==> src/rtl/sitoa_pkg.sv <==
// Package: widths, character codes and pipeline word types for the signed itoa block.
package sitoa_pkg;

    localparam int VALUE_BITS      = 32;
    // decimal digits of 2^(VALUE_BITS-1), via log10(2) ~ 0.30103
    localparam int NUM_DIGITS      = ((VALUE_BITS - 1) * 30103) / 100000 + 1;
    localparam int BCD_W           = 4 * NUM_DIGITS;
    localparam int STEPS_PER_STAGE = 8;
    localparam int NUM_STAGES      = (VALUE_BITS + STEPS_PER_STAGE - 1) / STEPS_PER_STAGE;
    localparam int PAD_BITS        = NUM_STAGES * STEPS_PER_STAGE;
    localparam int POS_W           = $clog2(NUM_DIGITS);
    localparam int CHAR_W          = 6;

    typedef logic [CHAR_W-1:0] t_char;

    localparam t_char CH_MINUS = t_char'(45);
    localparam t_char CH_ZERO  = t_char'(48);
    localparam t_char CH_NINE  = t_char'(57);

    // word moving through the shift-and-add-3 stages
    typedef struct packed {
        logic                neg;
        logic [BCD_W-1:0]    bcd;
        logic [PAD_BITS-1:0] bin;
    } t_dab;

    // finished decimal word handed to the serialiser
    typedef struct packed {
        logic             neg;
        logic [BCD_W-1:0] bcd;
    } t_dig;

endpackage

==> src/rtl/sitoa_if.sv <==
// Interfaces: input channel (one integer per word) and output channel (one character per word).
interface sitoa_in_if;
    import sitoa_pkg::*;
    logic                         valid;
    logic                         ready;
    logic signed [VALUE_BITS-1:0] value;
    modport source (output valid, output value, input ready);
    modport sink   (input valid, input value, output ready);
endinterface

interface sitoa_out_if;
    import sitoa_pkg::*;
    logic  valid;
    logic  ready;
    t_char character;
    logic  last;
    modport source (output valid, output character, output last, input ready);
    modport sink   (input valid, input character, input last, output ready);
endinterface

==> src/rtl/sitoa_prep.sv <==
// Input stage: captures the sign and forms the unsigned magnitude.
module sitoa_prep (
    input  logic                i_clk,
    input  logic                i_rst_n,
    sitoa_in_if.sink            i_in,
    output logic                o_valid,
    input  logic                i_ready,
    output sitoa_pkg::t_dab     o_data
);
    import sitoa_pkg::*;

    logic                  r_valid;
    t_dab                  r_data;
    t_dab                  n_data;
    logic [VALUE_BITS-1:0] mag;

    assign i_in.ready = !r_valid || i_ready;

    always_comb begin
        // two's complement negate; most negative value comes out as 2^(N-1)
        mag = i_in.value[VALUE_BITS-1] ? (~i_in.value + 1'b1) : i_in.value;
        n_data.neg = i_in.value[VALUE_BITS-1];
        n_data.bcd = '0;
        n_data.bin = PAD_BITS'(mag);
    end

    always_ff @(posedge i_clk) begin
        if (!i_rst_n) begin
            r_valid <= 1'b0;
        end else if (i_in.ready) begin
            r_valid <= i_in.valid;
        end
    end

    always_ff @(posedge i_clk) begin
        if (i_in.ready && i_in.valid) begin
            r_data <= n_data;
        end
    end

    assign o_valid = r_valid;
    assign o_data  = r_data;

endmodule

==> src/rtl/sitoa_dabble.sv <==
// One pipeline stage of binary-to-BCD conversion: a fixed number of shift-and-add-3 steps.
module sitoa_dabble (
    input  logic            i_clk,
    input  logic            i_rst_n,
    input  logic            i_valid,
    output logic            o_ready,
    input  sitoa_pkg::t_dab i_data,
    output logic            o_valid,
    input  logic            i_ready,
    output sitoa_pkg::t_dab o_data
);
    import sitoa_pkg::*;

    logic r_valid;
    t_dab r_data;
    t_dab n_data;

    assign o_ready = !r_valid || i_ready;

    always_comb begin
        n_data = i_data;
        for (int s = 0; s < STEPS_PER_STAGE; s++) begin
            for (int d = 0; d < NUM_DIGITS; d++) begin
                if (n_data.bcd[d*4 +: 4] >= 4'd5) begin
                    n_data.bcd[d*4 +: 4] = n_data.bcd[d*4 +: 4] + 4'd3;
                end
            end
            {n_data.bcd, n_data.bin} = {n_data.bcd, n_data.bin} << 1;
        end
    end

    always_ff @(posedge i_clk) begin
        if (!i_rst_n) begin
            r_valid <= 1'b0;
        end else if (o_ready) begin
            r_valid <= i_valid;
        end
    end

    always_ff @(posedge i_clk) begin
        if (o_ready && i_valid) begin
            r_data <= n_data;
        end
    end

    assign o_valid = r_valid;
    assign o_data  = r_data;

endmodule

==> src/rtl/sitoa_serial.sv <==
// Serialiser: emits '-' if negative, then the digits from the leading non-zero one down.
module sitoa_serial (
    input  logic            i_clk,
    input  logic            i_rst_n,
    input  logic            i_valid,
    output logic            o_ready,
    input  sitoa_pkg::t_dig i_data,
    sitoa_out_if.source     o_out
);
    import sitoa_pkg::*;

    logic             r_busy;
    logic             r_sign;
    logic [BCD_W-1:0] r_bcd;
    logic [POS_W-1:0] r_pos;
    logic [POS_W-1:0] msd;
    logic             last_now;
    logic             take;
    logic [3:0]       digit;

    // leading non-zero digit; zero gives digit 0
    always_comb begin
        msd = '0;
        for (int k = 0; k < NUM_DIGITS; k++) begin
            if (i_data.bcd[k*4 +: 4] != 4'd0) begin
                msd = POS_W'(k);
            end
        end
    end

    assign last_now = !r_sign && (r_pos == '0);
    assign take     = r_busy && o_out.ready;
    assign o_ready  = !r_busy || (o_out.ready && last_now);

    always_ff @(posedge i_clk) begin
        if (!i_rst_n) begin
            r_busy <= 1'b0;
        end else if (o_ready && i_valid) begin
            r_busy <= 1'b1;
        end else if (take && last_now) begin
            r_busy <= 1'b0;
        end
    end

    always_ff @(posedge i_clk) begin
        if (o_ready && i_valid) begin
            r_sign <= i_data.neg;
            r_bcd  <= i_data.bcd;
            r_pos  <= msd;
        end else if (take) begin
            if (r_sign) begin
                r_sign <= 1'b0;
            end else if (!last_now) begin
                r_pos <= r_pos - 1'b1;
            end
        end
    end

    assign digit           = r_bcd[r_pos*4 +: 4];
    assign o_out.valid     = r_busy;
    assign o_out.character = r_sign ? CH_MINUS : (CH_ZERO + t_char'(digit));
    assign o_out.last      = last_now;

endmodule

==> src/rtl/signed_int_to_decimal_ascii.sv <==
// Top level: signed integer to decimal ASCII character stream.
//
// Each input word is a two's complement integer of VALUE_BITS bits; the block
// answers with its decimal text, one ASCII character per output word, most
// significant first: '-' for a negative value, then the digits with leading
// zeros suppressed (zero gives a lone '0'); the most negative value comes out
// exactly. The final character of a number has last set. Words pass through a
// register stage that takes the magnitude, NUM_STAGES shift-and-add-3 stages
// (8 bit steps each, 4 stages at 32 bits) and a serialiser. The serialiser
// sends one character per cycle while the output channel is ready, and a
// number has 1 to 11 characters at 32 bits; that sets the sustained rate, and
// the pipeline ahead of it keeps later numbers queued so that the next
// number's first character follows the previous last one directly.
// The pipeline stalls cleanly under back-pressure on the output channel.
// Nothing is kept from one number to the next.
module signed_int_to_decimal_ascii (
    input  logic        i_clk,
    input  logic        i_rst_n,
    sitoa_in_if.sink    i_in,
    sitoa_out_if.source o_out
);
    import sitoa_pkg::*;

    logic p_valid  [NUM_STAGES+1];
    logic p_ready  [NUM_STAGES+1];
    t_dab p_data   [NUM_STAGES+1];
    t_dig ser_data;

    // sign and magnitude
    sitoa_prep u_prep (
        .i_clk   (i_clk),
        .i_rst_n (i_rst_n),
        .i_in    (i_in),
        .o_valid (p_valid[0]),
        .i_ready (p_ready[0]),
        .o_data  (p_data[0])
    );

    // binary to BCD, spread evenly over the stages
    for (genvar g = 0; g < NUM_STAGES; g++) begin : g_dab
        sitoa_dabble u_dab (
            .i_clk   (i_clk),
            .i_rst_n (i_rst_n),
            .i_valid (p_valid[g]),
            .o_ready (p_ready[g]),
            .i_data  (p_data[g]),
            .o_valid (p_valid[g+1]),
            .i_ready (p_ready[g+1]),
            .o_data  (p_data[g+1])
        );
    end

    assign ser_data.neg = p_data[NUM_STAGES].neg;
    assign ser_data.bcd = p_data[NUM_STAGES].bcd;

    // character output
    sitoa_serial u_ser (
        .i_clk   (i_clk),
        .i_rst_n (i_rst_n),
        .i_valid (p_valid[NUM_STAGES]),
        .o_ready (p_ready[NUM_STAGES]),
        .i_data  (ser_data),
        .o_out   (o_out)
    );

    // nothing is offered straight out of reset
    a_reset_quiet: assert property (@(posedge i_clk) disable iff (!i_rst_n)
        !$past(i_rst_n) |-> !o_out.valid)
        else $error("output valid right after reset");

    // a number never ends on its sign
    a_last_is_digit: assert property (@(posedge i_clk) disable iff (!i_rst_n)
        (o_out.valid && o_out.last) |-> (o_out.character != CH_MINUS))
        else $error("sign marked as last character");

    // a taken sign is followed at once by a digit of the same number
    a_sign_then_digit: assert property (@(posedge i_clk) disable iff (!i_rst_n)
        (o_out.valid && o_out.ready && o_out.character == CH_MINUS)
        |=> (o_out.valid && o_out.character != CH_MINUS))
        else $error("sign not followed by a digit");

    // characters other than the sign are decimal digits
    a_digit_range: assert property (@(posedge i_clk) disable iff (!i_rst_n)
        (o_out.valid && o_out.character != CH_MINUS)
        |-> (o_out.character >= CH_ZERO && o_out.character <= CH_NINE))
        else $error("character outside the digit range");

endmodule

==> src/flat_wrapper.sv <==
// flat-port wrapper written by rule: the top's interface ports become plain ports
module signed_int_to_decimal_ascii_flat import sitoa_pkg::*;
  (i_clk, i_rst_n, i_in_valid, i_in_value, i_in_ready, o_out_valid, o_out_character, o_out_last, o_out_ready);
  sitoa_in_if i_in_i ();
  sitoa_out_if o_out_i ();
  input  logic i_clk;
  input  logic i_rst_n;
  input wire logic [$bits(i_in_i.valid)-1:0] i_in_valid;
  input wire logic [$bits(i_in_i.value)-1:0] i_in_value;
  output wire logic [$bits(i_in_i.ready)-1:0] i_in_ready;
  output wire logic [$bits(o_out_i.valid)-1:0] o_out_valid;
  output wire logic [$bits(o_out_i.character)-1:0] o_out_character;
  output wire logic [$bits(o_out_i.last)-1:0] o_out_last;
  input wire logic [$bits(o_out_i.ready)-1:0] o_out_ready;
  assign i_in_i.valid = i_in_valid;
  assign i_in_i.value = i_in_value;
  assign i_in_ready = i_in_i.ready;
  assign o_out_valid = o_out_i.valid;
  assign o_out_character = o_out_i.character;
  assign o_out_last = o_out_i.last;
  assign o_out_i.ready = o_out_ready;
  signed_int_to_decimal_ascii u_core (.i_clk(i_clk), .i_rst_n(i_rst_n), .i_in(i_in_i), .o_out(o_out_i));
endmodule
==> config.mk <==
export PLATFORM = sky130hd
export DESIGN_NAME = signed_int_to_decimal_ascii_flat
export DESIGN_NICKNAME = d
export VERILOG_FILES = /design/src/rtl/sitoa_pkg.sv /design/src/rtl/sitoa_if.sv /design/src/rtl/sitoa_prep.sv /design/src/rtl/sitoa_dabble.sv /design/src/rtl/sitoa_serial.sv /design/src/rtl/signed_int_to_decimal_ascii.sv /design/src/flat_wrapper.sv
export SDC_FILE = /design/constraint.sdc
export NUM_CORES = 1
export LEC_CHECK = 0
export BUFFER_PORTS_ARGS = -buffer_cell sky130_fd_sc_hd__buf_2
export CAP_MARGIN = 10
export CORE_UTILIZATION = 44
export CTS_BUF_LIST = sky130_fd_sc_hd__clkbuf_8
export DETAILED_ROUTE_END_ITERATION = 12
export PLACE_DENSITY = 0.67
export SLEW_MARGIN = 20
export SYNTH_ARGS = -nofsm -noshare
export SYNTH_HDL_FRONTEND = slang
export SYNTH_SLANG_ARGS = --single-unit
==> constraint.sdc <==
create_clock -name i_clk -period 7.15 [get_ports i_clk]
set_input_delay 1.43 -clock i_clk [delete_from_list [all_inputs] [get_ports i_clk]]
set_output_delay 1.43 -clock i_clk [all_outputs]
set_load 0.01 [all_outputs]
==> flow_summary.ini <==
[critical_path]
max_stage_delay_ns = 0.50
worstReg2RegEnd = u_core.g_dab[2].u_dab.o_data[43]
crit_fanout = 5
cp_data_arrival_time_ns = 7.01
r2r_cells = 30
required_ns = 7.50
slowest_stage = or4_1
r2r_slack_ns = 0.49
cp_common_cell = ha_1
cp-start-kind = register
critPathCaptureType = register
critPathKind = register to register
r2r-start = u_core.g_dab[1].u_dab.o_data[36]

[grt]
gr-total-overflow = 0
met2_usage_pct = 28.3
grt_usage_pct = 16.7
grt_pass1_vias = 21351
grt_pass1_wl_um = 93500
grt_start_max_net_pins = 47
busiest_layer = met2
use_met1_pct = 22.7
use_met3_pct = 2.24
antenna_found_initial = 0

[layout]
mostFrequentLayoutCells = 332 x nand2_1, 243 x o21ai_0, 239 x a21oi_1
area_delta_synth_final_pct = 9.00
final_common_cell = nand2_1
n_antenna_cell = 0
drive_gt1_share_pct = 12.3
layout.nets = 3581
final_cells = 4213

[worst_hold_path]
hold_start = u_core.g_dab[0].u_dab.o_data[24]
min_path_type = register to register
holdPathEnd = u_core.g_dab[1].u_dab.o_data[32]
min_path_cells = 0

[clock_network]
numCtsBuffers = 43
cts_buffer_depth = 3
cts.htree.levels = 2
path_clk_slew_ns = 0.07
cts_sinks = 238
cts_tree = yes
insertion_delay_ns = 0.62
postCtsHoldBufs = 0
cts-root-buf = clkbuf_8

[floorplan]
num_rows = 90
start_util_pct = 44.8
core-area_um2 = 60600
num_io_pins = 45
die_w_um = 250
dieArea_um2 = 62700
fp.dieH_um = 250

[timing]
worstMarginPinSlew_ns = 0.873
whs_ns = 0.408
maxSlewHeadroom_pct = 41.5
min_period_over_period_pct = 93.1
setup_violations = 0
timing.fmax_mhz = 150
fin_ws_ns = 0.490
finalClockSkew_ns = 0.0500
final_max_slew_viol_count = 0
hold_violations = 0
fin_crit_ns = 6.66

[placed_design]
place_congestion = 0.829
place_hpwl_um = 40500
numPortBuffers = 43
pre_cts_ws_ns = 0.160
dp_cells = 4117

[detailed_routing]
wire_per_inst_um = 12.9
drcViolationCount = 0
via_per_inst = 5.75
vias = 24223
drt_iter0_markers = 1671
ant_nets = 0
first_pass_iters = 8
drt_wl_total_um = 54500

[logic_synthesis]
synth_area_leaders = edfxtp_1 26%, ha_1 6.7%, nand2_1 4.6%, o21ai_0 4.6%, a21oi_1 4.6%
synth_top_area_cell = edfxtp_1
netlist_instances = 3340
synthDistinctLibCells = 126
synth_seq_cells = 238
synth-edff-count = 232
syn_area_um2 = 27100
synth_top_area_share_pct = 25.7
yosys_most_used_dff = edfxtp_1
synth_area_per_cell_um2 = 8.12
async_reset_ff_share_pct = 0
yosysWarnings = 0
ys_seq_area_share_pct = 26.1
synth_fp_nets = 3521

[flow_run]
max-cap-violations = 0

[status]
status = finished, final reports clean
==> cell families after synthesis <==
logic type / synth area share, %
muxes: 6.98
DFF: 26.1
xor gates and xnor gates: 5.17
and+or+nand+nor: 20.8
other: 0.0138
adders and majority gates: 6.99
AOI/OAI and AO/OA: 29.2
buffers and inverters: 4.74
==> registers in the layout (all words and copies together) (netlist names) <==
name and cells:
u_core.g_dab.u_dab.o_valid 4, u_core.u_prep.o_valid 1, u_core.u_prep.o_data 33, u_core.u_ser.r_bcd 40
u_core.g_dab.u_dab.o_data 154, u_core.u_ser.r_pos 4, u_core.u_ser.r_sign 1, u_core.u_ser.o_out.valid 1
==> synth_stat cells (24+ instances only) <==
library cell	number
inv_1	215
a22oi_1	24
nand2_1	332
or3_1	38
xor2_1	29
o31ai_1	26
nor3_1	92
nor2b_1	37
o211ai_1	58
and2_1	51
nor2_1	238
a211oi_1	51
nor4_1	25
o21ai_1	28
o21a_1	32
nand2b_1	68
a211o_1	33
a21boi_0	30
and3_1	31
a21oi_1	247
ha_1	145
o21bai_1	25
xnor2_1	110
mux2i_1	99
a21o_1	46
nand3_1	97
o21ai_0	249
o22ai_1	34
mux2_2	55
edfxtp_1	232
or2_2	34
clkbuf_1	80
a31oi_1	44
==> layout make-up <==
class	instances	area [um2]
Timing Repair Buffer	118	823
Multi-Input combinational cell	2778	19100
Tap cell	782	978
Fill cell	5805	31000
Clock inverter	32	188
Sequential cell	238	7090
Inverter	221	832
Clock buffer	44	606
==> critical path, delay by kind of cell, from the launching register on <==
| family | cells | cell delay, ns |
|---|---|---|
| flip-flops | 1 | 0.47 |
| multiplexers | 1 | 0.31 |
| AO/OA/AOI/OAI | 10 | 1.80 |
| adder cells (fa/ha/maj) | 7 | 1.39 |
| AND/OR/NAND/NOR | 7 | 1.98 |
| buffers and inverters | 5 | 0.47 |
==> through the flow <==
| stage | util (%) | TNS, ns | cell area, um2 |
|---|---|---|---|
| global route | 48.8 | -0.171 | 29600 |
| CTS | 48.1 | 0 | 29100 |
| finish | 48.8 | 0 | 29600 |
| global placement | 46.8 | 0 | 28300 |
| detailed placement | 46.8 | 0 | 28300 |
| floorplan | - | 0 | 27100 |
==> what timing repair did <==
action,4_1_cts,5_1_grt
setup buffers,0,17
setup endpoints to repair,0,50
gates resized for setup,0,63
endpoints found under the hold margin,0,0
==> worst max-delay path by stage <==
stage,from,endpoint,slack [ns],depth (start not counted)
after floorplan,u_core.g_dab[2].u_dab.o_data[60],u_core.g_dab[3].u_dab.o_data[70],0.55,32
after global placement,u_core.g_dab[2].u_dab.o_data[60],u_core.g_dab[3].u_dab.o_data[70],0.32,34
after detailed placement,u_core.g_dab[2].u_dab.o_data[60],u_core.g_dab[3].u_dab.o_data[70],0.16,34
after CTS,u_core.g_dab[2].u_dab.o_data[60],u_core.g_dab[3].u_dab.o_data[70],0.16,34
after global routing,u_core.g_dab[0].u_dab.o_data[32],u_core.g_dab[1].u_dab.o_data[43],-0.04,28
final,u_core.g_dab[1].u_dab.o_data[36],u_core.g_dab[2].u_dab.o_data[43],0.49,30
==> metal layers <==
| layer | part of all wire (%) | up-vias |
|---|---|---|
| met5 | 0 | - |
| met4 | 1.3 | 0 |
| met3 | 3.4 | 54 |
| met2 | 45 | 388 |
| met1 | 50 | 11018 |
| li1 | - | 12763 |
Power is left out: the tool's default activity adds up to more than one toggle a clock period on the data nets, which glitch-free logic cannot reach.
